`src/sv/salc_pkg.sv`:
```
// shared types, constants and sizes for the set-associative lru tag store
// no dependencies; the queue, front, back and top files import this package
package salc_pkg;

  localparam int MAX_SET_BITS = 6;
  localparam int MAX_WAYS     = 8;
  localparam int ADDR_WIDTH   = 64;

  localparam int NUM_SETS  = 1 << MAX_SET_BITS;
  localparam int SET_W     = (MAX_SET_BITS > 0) ? MAX_SET_BITS : 1;
  localparam int WAY_W     = (MAX_WAYS > 1) ? $clog2(MAX_WAYS) : 1;
  localparam int AGE_W     = WAY_W;
  localparam int WAY_CNT_W = $clog2(MAX_WAYS + 1);

  // operation codes
  localparam logic [1:0] OP_LOAD     = 2'd0;
  localparam logic [1:0] OP_STORE    = 2'd1;
  localparam logic [1:0] OP_MODIFY   = 2'd2;
  localparam logic [1:0] OP_RESERVED = 2'd3;

  // outcome codes
  localparam logic [1:0] OUT_HIT   = 2'd0;
  localparam logic [1:0] OUT_FILL  = 2'd1;
  localparam logic [1:0] OUT_EVICT = 2'd2;

  // configuration register indexes
  localparam logic [1:0] CFG_SET_BITS   = 2'd0;
  localparam logic [1:0] CFG_WAYS       = 2'd1;
  localparam logic [1:0] CFG_BLOCK_BITS = 2'd2;

  typedef struct packed {
    logic [1:0]  operation;
    logic [63:0] address;
  } req_t;

  typedef struct packed {
    logic [1:0]  outcome;
    logic        last;
    logic [31:0] hit_total;
    logic [31:0] miss_total;
    logic [31:0] eviction_total;
  } rsp_t;

  // effective (clamped) configuration
  typedef struct packed {
    logic [2:0]           set_bits;
    logic [WAY_CNT_W-1:0] ways;
    logic [5:0]           block_bits;
  } cfg_t;

  // one access handed from the front to the back
  typedef struct packed {
    logic [SET_W-1:0]      set;
    logic [ADDR_WIDTH-1:0] tag;
    logic                  last;
  } acc_t;

  // one set row of the tag store
  typedef struct packed {
    logic [MAX_WAYS-1:0]                 valid;
    logic [MAX_WAYS-1:0][AGE_W-1:0]      age;
    logic [MAX_WAYS-1:0][ADDR_WIDTH-1:0] tag;
  } row_t;

  localparam int ROW_W = $bits(row_t);

endpackage

```
`src/sv/salc_front.sv`:
```
// front end: takes input transactions, splits address into set and tag,
// expands modify into two accesses, drops reserved ones; depends on salc_pkg
module salc_front
  import salc_pkg::*;
(
  input  logic clk_i,
  input  logic rst_ni,
  input  cfg_t cfg_i,
  input  logic push,
  input  req_t req_i,
  output logic full,
  output logic q_push_o,
  output acc_t q_data_o,
  input  logic q_full_i
);

  logic                  pend_q;
  acc_t                  pend_acc_q;
  logic                  accept, op_ok;
  logic [ADDR_WIDTH-1:0] addr, shifted, tag;
  logic [SET_W-1:0]      set_mask;
  acc_t                  new_acc;

  always_comb begin
    addr    = req_i.address[ADDR_WIDTH-1:0];
    shifted = addr >> cfg_i.block_bits;
    tag     = addr >> ({4'd0, cfg_i.set_bits} + {1'b0, cfg_i.block_bits});
    for (int i = 0; i < SET_W; i++) begin
      set_mask[i] = (i < int'(cfg_i.set_bits));
    end
    new_acc.set  = shifted[SET_W-1:0] & set_mask;
    new_acc.tag  = tag;
    new_acc.last = (req_i.operation != OP_MODIFY);
  end

  assign full     = pend_q || q_full_i;
  assign accept   = push && !full;
  assign op_ok    = (req_i.operation != OP_RESERVED);
  assign q_push_o = pend_q ? !q_full_i : (accept && op_ok);
  assign q_data_o = pend_q ? pend_acc_q : new_acc;

  always_ff @(posedge clk_i or negedge rst_ni) begin
    if (!rst_ni) begin
      pend_q <= 1'b0;
    end else if (pend_q) begin
      if (!q_full_i) pend_q <= 1'b0;
    end else if (accept && req_i.operation == OP_MODIFY) begin
      pend_q <= 1'b1;
    end
  end

  // second access of a modify is the final one
  always_ff @(posedge clk_i) begin
    if (accept) begin
      pend_acc_q <= {new_acc.set, new_acc.tag, 1'b1};
    end
  end

endmodule

```
`config.mk`:
```
export PLATFORM = sky130hd
export DESIGN_NAME = salc_front
export DESIGN_NICKNAME = d
export VERILOG_FILES = /design/src/sv/salc_pkg.sv /design/src/sv/salc_front.sv
export SDC_FILE = /design/constraint.sdc
export NUM_CORES = 1
export LEC_CHECK = 0
export ABC_CLOCK_PERIOD_IN_PS = 6050
export BUFFER_PORTS_ARGS = -buffer_cell sky130_fd_sc_hd__buf_4
export CORE_UTILIZATION = 51
export CTS_BUF_LIST = sky130_fd_sc_hd__clkbuf_4 sky130_fd_sc_hd__clkbuf_8
export CTS_CLUSTER_DIAMETER = 200
export DETAILED_ROUTE_END_ITERATION = 8
export GPL_TIMING_DRIVEN = 0
export PLACE_DENSITY = 0.76
export SLEW_MARGIN = 10
export SYNTH_ARGS = -nofsm -noshare
export SYNTH_HDL_FRONTEND = slang
export SYNTH_SLANG_ARGS = --single-unit
```
`constraint.sdc`:
```
create_clock -name clk_i -period 6.05 [get_ports clk_i]
set_input_delay 1.5125 -clock clk_i [delete_from_list [all_inputs] [get_ports clk_i]]
set_output_delay 1.5125 -clock clk_i [all_outputs]
set_load 0.01 [all_outputs]
```
### After elaboration in Yosys (flattened, before gate mapping)

Index checks and enable logic that the tools add are counted.

* register bits: 71
* output and inout port bits: 73
* logic and storage cells: 27

* add/subtract/negate cells: 1
* $lt $le $gt $ge: 6
* eq/ne operators: 3
* shift operators: 2
* mux-type cells: 5
* bitwise gates (word level): 1
* reductions and logical operators: 6

Operators with widths (number)
* 71-bit two-way mux: 1
* 64-bit by 6-bit right shift with 6-bit output: 1
* 64-bit by 7-bit right shift with 64-bit output: 1
* 3-bit by 6-bit adder with 7-bit output: 1
* 6-bit AND: 1
* 1-bit by 3-bit < comparator with 1-bit output, first input constant: 2
* 2-bit by 3-bit < comparator with 1-bit output, first input constant: 2
* 3-bit < comparator, first input constant: 2
* 1-bit two-way mux: 4
* 2-bit != test, second input constant: 2
* 1-bit logical AND: 3
* 2-bit equality test, second input constant: 1
* 1-bit zero test: 2
* 1-bit logical OR: 1

### Depth between registers and ports, before layout

* depth in word-level cells: 6
* depth in mapped cells: 13

### Least setup slack after synthesis

No wires, ideal clock.

* kind: input port to output port
* start: input port cfg_i[1] (netlist name)
* end: output port q_data_o[10] (netlist name)
* data arrival time: 4438 ps
* path slack: 100 ps
* stages on the path: 9
* cells stage by stage: inv_1 > clkbuf_1 > fa_1 > buf_2 > mux4_2 > mux4_2 > o2bb2ai_1 > a31o_2 > mux2_2

RTL lines
* start, declared: line salc_front.sv:8 `input cfg_t cfg_i,`
* end, declared: line salc_front.sv:13 `output acc_t q_data_o,`

==> metrics <==
final hold vios 0; Synth Area per Inst between 10 and 15 um2; Final Hold Slack just under 0.9 ns; H-tree depth 3; Root Buffer Master clkbuf_8; Detail Placement HPWL 30,260 um; clock-pin slew on the worst setup and hold paths about 0.07 ns; clock network power share 0.124; Critical Path End Type output pin; maximum buffer depth of the clock tree 2; Placed Cells approximately 1,400; Lkg Pwr roughly 5 nW; Die X around 140 um; CTS sink cnt around 70; met3 WL approximately 5400 um; Reg power frac 0.197; Max Slew Vio Count 0; synthesized cell area 10,340 um2; Critical Path Sink q_data_o[30]; initial antenna violation count 0; Met2 Routed Length around 19,000 um; first-pass GRT wire length between 50,000 and 60,000 um; syn nets a little over 1,000; sw power 1.317 mW; Slew @ Worst Pin approximately 0.84 ns; Final Cycle Share 1.035; core footprint between 15,000 and 20,000 um2; Max FO, Critical Path 6; area of the die ~21,000 um2; Req. time, crit path between 4 and 5 ns; Rows 51; Layout Utilization 0.6793; synth unique cells around 70; Clock Skews between 0.005 and 0.006 ns; CTS tree built; YS warnings 0; Area Overhead vs Synth 29.05%; routed via count 10,830; CP startpoint kind input pin; largest net degree at the start of global routing 31; highest metal used met4; ANT nets after route 0; Boundary Pins 156; final wirelength 41,330 um; Max-cap violations 0; asr flop ratio synth 0.01408; WS Path Type in2out; sw frac 0.4238; diode count 0; RSZ-0062 raised after global routing true; Crit Reg-Reg Endpoint pend_acc_q[22]; Cells after Synth 943; final worst slack -0.2093 ns; Post-layout nets roughly 1,300; number of global-route vias before repair 9,915; outcome complete, but fails checks; total global routing overflow 0; Post-Layout Cell Count 1,438; Slew Limit Headroom 0.4410; Global Route Usage Sum 0.3920; number of flops mapped to enable cells by yosys 70; Comb pwr share 0.679; FF+latch count, synth around 70; TritonRoute pass-1 iters 8; reg-to-reg startpoint pend_q; filler instances between 1,500 and 2,000; routed len/inst 28.74 um; Synth Flop Type edfxtp_1; height of the die 144.4 um; PwrDens 232.7 nW/um2; internal power roughly 1.8 mW; R2R depth 4; Residual DRC 0; Starting Density 0.5264; total CTS buffers 9; Clock Latency Late Sink roughly 0.37 ns; DRT met1 WL approximately 14,000 um; sequential fraction of the synthesis area 0.2056; worst hold path type in2async; violated checks setup timing; post-layout min period ~6.3 ns; critical path arrival roughly 4.8 ns; Port Buffers 150; Reg2Reg Setup Slack 4.07 ns; Iteration-0 DRC Markers ~1,700; share of cells above drive strength 1 0.5072; Vias/cell about 7.5; Final Wtd Congestion 1.063; Final setup viols 20; Max VDD drop 125.3 uV; FMAX approximately 160 MHz; crit path launch cfg_i[1]
synth_stat cells, types with 21 or more instances:
cell type / number / area share
mux4_2: 162 / 0.35
nand2_1: 116 / 0.042
edfxtp_1: 70 / 0.20
nor2_1: 70 / 0.025
mux2i_1: 50 / 0.048
nand3_1: 49 / 0.024
mux2_2: 48 / 0.052
clkbuf_1: 35 / 0.013
buf_2: 32 / 0.015
o31ai_1: 31 / 0.022
a21oi_1: 26 / 0.013
o21ai_0: 24 / 0.012
o22ai_1: 21 / 0.013
critical path, stage by stage:
cell and delay [ns]:
buf_12 0.09, clkinvlp_4 0.11, fa_2 0.64, buf_12 0.13
buf_8 0.13, buf_6 0.10, mux4_2 0.54, mux4_2 0.55
buf_6 0.16, mux2i_1 0.22, o22ai_2 0.15, mux2_4 0.28
buf_6 0.12
how the worst min path moves through the flow:
stage	from	end	slack, ns	depth (start not counted)
2_1_floorplan	pend_q	pend_q	0.87	3
3_3_place_gp	pend_q	pend_q	0.97	3
3_5_place_dp	pend_q	pend_q	1.04	3
4_1_cts	rst_ni	pend_q	0.90	1
5_1_grt	rst_ni	pend_q	0.89	1
6_report	rst_ni	pend_q	0.89	1
per-layer routing:
metal  GRT usage  vias up
met3     0.06126      219
met1      0.5199     5177
met4      0.2227        0
met2      0.6139     1091
met5           0        -
li1            -     4339
registers in the layout (all words and copies together) (netlist names):
| name | count |
|---|---|
| pend_q | 1 |
| pend_acc_q | 70 |
cell usage in the layout (no fill, tap or decap), drive strengths merged, types with 29 or more instances in the layout:
master | Yosys | routed
mux2i | 50 | 50
clkbuf | 36 | 51
nor2 | 70 | 70
buf | 59 | 269
nand2 | 116 | 116
mux4 | 166 | 166
nand3 | 49 | 49
a21oi | 29 | 29
o31ai | 32 | 32
mux2 | 48 | 48
edfxtp | 70 | 70
timing repair:
| item | in CTS | in global routing |
|---|---|---|
| gates cloned | 2 | 1 |
| setup buffers | 39 | 23 |
| hold buffers | 0 | 0 |
| pin swaps | 22 | 26 |
| setup endpoints to repair | 64 | 51 |
| gates resized for setup | 108 | 77 |
cell families (layout without fill, tap and decap cells):
logic type | count (synthesis) | in the layout | share of synthesized area
flops | 71 | 71 | 0.2056
buf+inv | 115 | 345 | 0.05769
fa+ha+maj | 4 | 4 | 0.005564
simple gates | 279 | 279 | 0.1176
xor+xnor | 6 | 6 | 0.006894
compound gates | 204 | 204 | 0.1432
mux | 264 | 264 | 0.4635
layout make-up:
| cell class | instances | area (um2) | area share |
|---|---|---|---|
| clock inverters | 5 | 50.05 | 0.003749 |
| clock buffers | 10 | 131.4 | 0.009841 |
| multi-input cells | 757 | 8220 | 0.6157 |
| flip-flops and latches | 71 | 2127 | 0.1593 |
| repair buffers | 216 | 1826 | 0.1367 |
| plain buffers | 94 | 585.6 | 0.04386 |
| inverters | 20 | 78.83 | 0.005904 |
| well taps | 265 | 331.6 | 0.02484 |
stage by stage:
stage | total power, mW | setup TNS, ns | instance area (um2) | setup WS [ns]
2_1_floorplan | 1.710 | 0 | 10340 | 0.09969
3_3_place_gp | 2.270 | -66.82 | 11800 | -1.054
3_5_place_dp | 2.291 | -36.84 | 11860 | -1.093
4_1_cts | 2.882 | -0.6703 | 12820 | -0.07267
5_1_grt | 3.205 | -2.420 | 13350 | -0.2421
6_report | 3.107 | -1.347 | 13350 | -0.2093
power groups by stage:
stage / Combinational, mW / Clock [mW] / Sequential (mW)
floorplan: 1.09 / 0 / 0.622
global placement: 1.65 / 0 / 0.624
detailed placement: 1.67 / 0 / 0.623
CTS: 1.89 / 0.385 / 0.612
global route: 2.19 / 0.403 / 0.616
finish: 2.11 / 0.385 / 0.612
No activity file was read; power rests on OpenSTA's default activity.
