**config.mk**
```make
export PLATFORM = sky130hd
export DESIGN_NAME = salc_queue
export DESIGN_NICKNAME = d
export VERILOG_FILES = /design/src/sv/salc_pkg.sv /design/src/sv/salc_queue.sv
export SDC_FILE = /design/constraint.sdc
export NUM_CORES = 1
export LEC_CHECK = 0
export BUFFER_PORTS_ARGS = -buffer_cell sky130_fd_sc_hd__buf_2
export CORE_MARGIN = 1.5
export CORE_UTILIZATION = 35
export DETAILED_ROUTE_END_ITERATION = 7
export GPL_TIMING_DRIVEN = 0
export PLACE_DENSITY = 0.63
export RECOVER_POWER = 25
export SLEW_MARGIN = 10
export SYNTH_ARGS = -nofsm -noshare
export SYNTH_HDL_FRONTEND = slang
export SYNTH_SLANG_ARGS = --single-unit
```
**constraint.sdc**
```tcl
create_clock -name clk_i -period 4.9 [get_ports clk_i]
set_input_delay 0.735 -clock clk_i [delete_from_list [all_inputs] [get_ports clk_i]]
set_output_delay 0.735 -clock clk_i [all_outputs]
set_load 0.03 [all_outputs]
```
**src/sv/salc_pkg.sv**
```systemverilog
// shared types, constants and sizes for the set-associative lru tag store
// no dependencies; the queue, front, back and top files import this package
package salc_pkg;

  localparam int MAX_SET_BITS = 6;
  localparam int MAX_WAYS     = 8;
  localparam int ADDR_WIDTH   = 64;

  localparam int NUM_SETS  = 1 << MAX_SET_BITS;
  localparam int SET_W     = (MAX_SET_BITS > 0) ? MAX_SET_BITS : 1;
  localparam int WAY_W     = (MAX_WAYS > 1) ? $clog2(MAX_WAYS) : 1;
  localparam int AGE_W     = WAY_W;
  localparam int WAY_CNT_W = $clog2(MAX_WAYS + 1);

  // operation codes
  localparam logic [1:0] OP_LOAD     = 2'd0;
  localparam logic [1:0] OP_STORE    = 2'd1;
  localparam logic [1:0] OP_MODIFY   = 2'd2;
  localparam logic [1:0] OP_RESERVED = 2'd3;

  // outcome codes
  localparam logic [1:0] OUT_HIT   = 2'd0;
  localparam logic [1:0] OUT_FILL  = 2'd1;
  localparam logic [1:0] OUT_EVICT = 2'd2;

  // configuration register indexes
  localparam logic [1:0] CFG_SET_BITS   = 2'd0;
  localparam logic [1:0] CFG_WAYS       = 2'd1;
  localparam logic [1:0] CFG_BLOCK_BITS = 2'd2;

  typedef struct packed {
    logic [1:0]  operation;
    logic [63:0] address;
  } req_t;

  typedef struct packed {
    logic [1:0]  outcome;
    logic        last;
    logic [31:0] hit_total;
    logic [31:0] miss_total;
    logic [31:0] eviction_total;
  } rsp_t;

  // effective (clamped) configuration
  typedef struct packed {
    logic [2:0]           set_bits;
    logic [WAY_CNT_W-1:0] ways;
    logic [5:0]           block_bits;
  } cfg_t;

  // one access handed from the front to the back
  typedef struct packed {
    logic [SET_W-1:0]      set;
    logic [ADDR_WIDTH-1:0] tag;
    logic                  last;
  } acc_t;

  // one set row of the tag store
  typedef struct packed {
    logic [MAX_WAYS-1:0]                 valid;
    logic [MAX_WAYS-1:0][AGE_W-1:0]      age;
    logic [MAX_WAYS-1:0][ADDR_WIDTH-1:0] tag;
  } row_t;

  localparam int ROW_W = $bits(row_t);

endpackage

```
**src/sv/salc_queue.sv**
```systemverilog
// two-entry access queue between front and back
// depends on salc_pkg
module salc_queue
  import salc_pkg::*;
(
  input  logic clk_i,
  input  logic rst_ni,
  input  logic push_i,
  input  acc_t data_i,
  output logic full_o,
  input  logic pop_i,
  output acc_t data_o,
  output logic empty_o
);

  acc_t       mem_q [2];
  logic       wr_ptr_q, rd_ptr_q;
  logic [1:0] count_q;
  logic       do_push, do_pop;

  assign full_o  = (count_q == 2'd2);
  assign empty_o = (count_q == 2'd0);
  assign do_push = push_i && !full_o;
  assign do_pop  = pop_i && !empty_o;
  assign data_o  = mem_q[rd_ptr_q];

  always_ff @(posedge clk_i or negedge rst_ni) begin
    if (!rst_ni) begin
      wr_ptr_q <= 1'b0;
      rd_ptr_q <= 1'b0;
      count_q  <= 2'd0;
    end else begin
      if (do_push) wr_ptr_q <= ~wr_ptr_q;
      if (do_pop)  rd_ptr_q <= ~rd_ptr_q;
      if (do_push && !do_pop) begin
        count_q <= count_q + 2'd1;
      end else if (do_pop && !do_push) begin
        count_q <= count_q - 2'd1;
      end
    end
  end

  always_ff @(posedge clk_i) begin
    if (do_push) mem_q[wr_ptr_q] <= data_i;
  end

endmodule

```
# ---- After elaboration in Yosys (flattened, before gate mapping)
# Memory sizes are Yosys's and may differ from the RTL's.
# Index checks and enable logic that the tools add are counted.
dict set report op_classes {
  addsub 2
  eq_ne 1
  n_mux 4
  n_bitwise 2
  n_reduce_logical 10
}
# op count
set op_table {}
lappend op_table {{$logic_and A1 B1 Y1} 4}
lappend op_table {{$logic_not A1 Y1} 4}
lappend op_table {{$mux W2} 2}
lappend op_table {{$add A2 B1 Y2 const B} 1}
lappend op_table {{$eq A2 B2 Y1 const B} 1}
lappend op_table {{$logic_not A2 Y1} 1}
lappend op_table {{$mux W1} 2}
lappend op_table {{$not A1 Y1} 2}
lappend op_table {{$reduce_bool A2 Y1} 1}
lappend op_table {{$sub A2 B1 Y2 const B} 1}
dict set report word_totals {
  register_bits 4
  ramBits 142
  inputBits 75
  output_inout_bits 73
  word_cells 23
  memories 1
}
# memory depth word_bits rd rd_clocked_by_memory_dff wr line_no
set memory_table {}
lappend memory_table {mem_q 2 71 1 0 1 salc_queue.sv:16} ;# acc_t mem_q [2];

# ---- Depth between registers and ports, before layout
dict set report logic_depth {
  ltp_word 7
  ltp_mapped 7
  mapped_depth_nobuf 7
}

# ---- Least setup slack after synthesis
# OpenSTA, ideal clock, no wires.
dict set report synth_path {
  path_kind {input port to flip-flop}
  start {input push_i}
  end {memory mem_q[0][0] (netlist name) (enable)}
  setup_ns 0.500
  t_arrival_ns 3.789
  required_time_ns 4.400
  slack_ns 0.611
  path_stages 2
  path_buffers 0
  cell_sequence {nand2_1 nor2_1}
}
dict set report synth_between {
  elab_chain_len 3
}
# item line_no
set synth_lines {}
lappend synth_lines {{from (decl)} salc_queue.sv:8} ;# input logic push_i,
lappend synth_lines {{$logic_and A1 B1 Y1} salc_queue.sv:23} ;# assign do_push = push_i && !full_o;
lappend synth_lines {{$mux W1} salc_queue.sv:44} ;# if (do_push) mem_q[wr_ptr_q] <= data_i;
lappend synth_lines {{$mux W1 (implied by the code)} salc_queue.sv:44}
lappend synth_lines {{to (decl)} salc_queue.sv:16}
# No other way between the ends.

==> run metrics <==
I/O pin count=148; fraction of the yosys area taken by sequential cells=77.0%; final setup violation count=0; fmax=424 MHz; effective utilization at floorplan=35.8%; per-instance average area after synthesis=23.6 µm²; core outline area=0.0158 mm²; total power divided by cell area=663 mW/mm²; DRC violation count after routing=0; total inserted antenna cells=0; Final Net Count=485; detailed router's first-iteration violation count=80; area leader, netlist=sky130_fd_sc_hd__edfxtp_1; largest net degree at the start of global routing=42; initial antenna violation count=0; endpoint type of the worst setup path=output port; gate count after technology mapping=240; drt via density=4.35; final setup skew=0.00408 ns; vias post-DR=2762; post-cts hold buffer count=0; Clock Root Buffer=sky130_fd_sc_hd__clkbuf_16; Async SR Flop Fraction=2.74%; number of max-capacitance violations reported=0; Detailed Place HPWL=6510 µm; Total Routed Length=9700 µm; number of CTS-inserted buffers=17; net switching fraction of the power=34.2%; number of cells upsized or downsized after cts=0; Most used DFF post-synth=sky130_fd_sc_hd__edfxtp_1; Area contributors post-synth=sky130_fd_sc_hd__edfxtp_1 (75%), sky130_fd_sc_hd__mux2_4 (18%), sky130_fd_sc_hd__buf_12 (2.5%); number of sinks handled by clock tree synthesis=146; data required time at the worst endpoint=4.16 ns; RSZ-0062 raised after global routing=false; GR Layer Usage met2=19.7%; count of final max-slew check failures=0; Hold WC Path Type=input pin to async pin; minimum period implied by the final worst setup slack=2.36 ns; Comb pwr share=40.4%; die span in x=130 µm; leftover overflow at the end of global routing=0; crit path DAT=1.62 ns; reported leakage power=2.87 nW; post-route core utilization=45.6%; height of the die=130 µm; drt pass-1 iters=4; buffer levels on the longest clock path=2; most used routing layer=met2; syn nets=316; portion of synthesized cell area occupied by the leading cell type=75.2%; register-to-register setup slack=2.92 ns; CTS tree=done; latest clock arrival within the worst-skew pair=0.41 ns; number of standard cells in the layout, taps in and fillers out=635; cell area after synthesis=0.00567 mm²; most common library cells after synthesis=sky130_fd_sc_hd__edfxtp_1 (142), sky130_fd_sc_hd__mux2_4 (69), sky130_fd_sc_hd__buf_12 (7); period utilisation layout=48.2%; grt met1 use=12.8%; Port Buffers=147; startpoint class of the critical path=register; net switching power=1.64 mW; number of enable-type register cells in the synthesized netlist=142; crit path setup slack, layout=2.54 ns; clock share of power=22.3%; number of placement rows=46; crit path max fanout=10; actual transition at the worst max-transition pin=0.795 ns; sequential group share of total power=37.3%; vias in the first global route=2851; # placed instances=606; ratio of cells with drive above 1 in the final layout=57.5%; final hold violations=0; Max VDD drop=0.362 mV; pre-CTS WS=2.69 ns; Area Overhead vs Synth=27.3%; GRT met3 Usage=5.29%; remaining max-slew budget at the tightest pin=46.9%; Wirelength per Cell=15.3 µm; Internal=3.15 mW; overall global routing resource usage=11.6%; unique cell type count in the Yosys netlist=15; Final Wtd Congestion=0.618; clock slew at the register clock pins of the worst setup and hold paths=0.05 ns; worst hold slack after final layout=0.158 ns; Antenna Nets Post-Route=0; top-count cell post-synth=sky130_fd_sc_hd__edfxtp_1; first-pass GRT wire length=14300 µm; Worst Setup Path Type=register to output port; number of levels in the clock H-tree=4; Die Outline Area=0.0170 mm²; yosys synthesis warning count=0; total negative slack for setup checks=0 ns; # Post-CTS Setup Buffers=0; flip-flop and latch count after synthesis=146; status=completed
-- cells by family after synthesis --
kind of cell | Yosys count | share of synthesized area (%)
compound gates | 1 | 0.0882
xor+xnor | 5 | 0.772
fa+ha+maj | 1 | 0.221
buf+inv | 10 | 2.80
flops | 146 | 77.0
mux | 71 | 18.7
simple gates | 6 | 0.486
-- worst paths after layout --
kind                                          end  cells past startpoint                   start
min in group clk_i         mem_q[0][55]$_DFFE_PP_                      1              data_i[55]
min                        count_q[1]$_DFFE_PN0P_                      1                  rst_ni
max                                    data_o[19]                      4    rd_ptr_q$_DFFE_PN0P_
max in group asynchronous    wr_ptr_q$_DFFE_PN0P_                      1                  rst_ni
max reg2reg                mem_q[0][49]$_DFFE_PP_                      4  count_q[0]$_DFFE_PN0P_
min reg2reg                count_q[1]$_DFFE_PN0P_                      1  count_q[1]$_DFFE_PN0P_
-- critical path: stages, from the launching register on --
cell,delay (ns)
sky130_fd_sc_hd__dfrtp_1,0.34
sky130_fd_sc_hd__buf_6,0.21
sky130_fd_sc_hd__buf_12,0.18
sky130_fd_sc_hd__mux2_4,0.30
sky130_fd_sc_hd__buf_2,0.18
-- layout by cell type, fill, tap and decap left out --
cell | synthesis | routed
sky130_fd_sc_hd__clkinvlp_4 | 0 | 2
sky130_fd_sc_hd__clkinv_1 | 0 | 4
sky130_fd_sc_hd__buf_12 | 7 | 10
sky130_fd_sc_hd__ha_1 | 1 | 1
sky130_fd_sc_hd__and3_4 | 0 | 1
sky130_fd_sc_hd__mux2_4 | 69 | 69
sky130_fd_sc_hd__inv_1 | 2 | 2
sky130_fd_sc_hd__nor2_1 | 3 | 2
sky130_fd_sc_hd__nand2b_1 | 1 | 1
sky130_fd_sc_hd__buf_1 | 0 | 1
sky130_fd_sc_hd__mux2_2 | 2 | 2
sky130_fd_sc_hd__o21ai_1 | 1 | 1
sky130_fd_sc_hd__clkinv_2 | 0 | 3
sky130_fd_sc_hd__nand2_1 | 1 | 1
sky130_fd_sc_hd__xnor2_1 | 3 | 3
sky130_fd_sc_hd__dfrtp_1 | 4 | 4
sky130_fd_sc_hd__edfxtp_1 | 142 | 142
sky130_fd_sc_hd__xor2_1 | 2 | 2
sky130_fd_sc_hd__clkbuf_16 | 0 | 17
sky130_fd_sc_hd__buf_2 | 0 | 135
sky130_fd_sc_hd__clkbuf_1 | 0 | 14
sky130_fd_sc_hd__nor2_4 | 0 | 1
sky130_fd_sc_hd__buf_6 | 1 | 1
-- power by group through the flow --
stage                     combinational [mW]  clock (mW)  sequential (mW)
after floorplan                         1.50           0             1.81
after global placement                  1.92           0             1.84
after detailed placement                1.97           0             1.81
after CTS                               1.98        1.10             1.79
after global routing                    2.05        1.15             1.81
final                                   1.93        1.07             1.78
-- through the flow --
step | total power [mW] | cell area (µm²)
6_report | 4.78 | 7220
5_1_grt | 5.01 | 7220
4_1_cts | 4.87 | 7230
3_5_place_dp | 3.78 | 6750
3_3_place_gp | 3.76 | 6680
2_1_floorplan | 3.31 | 5670
-- routing by layer --
metal	up-vias	wire length, µm
li1	1287	-
met1	1375	3950
met2	90	5000
met3	10	636
met4	0	107
met5	-	0
-- layout make-up --
type                    instances  area [µm²]
inverters                       2        7.51
well taps                     216         270
clock buffers                  20         437
repair buffers                150         781
fillers                      1412        8610
flip-flops and latches        146        4360
multi-input cells              84        1160
clock inverters                 9        45.0
plain buffers                   8         151
-- flip-flops by register name, indices dropped and copies added, names as in the netlist --
name      cells
mem_q       142
wr_ptr_q      1
count_q       2
rd_ptr_q      1
Power figures use the tool's default switching activity.
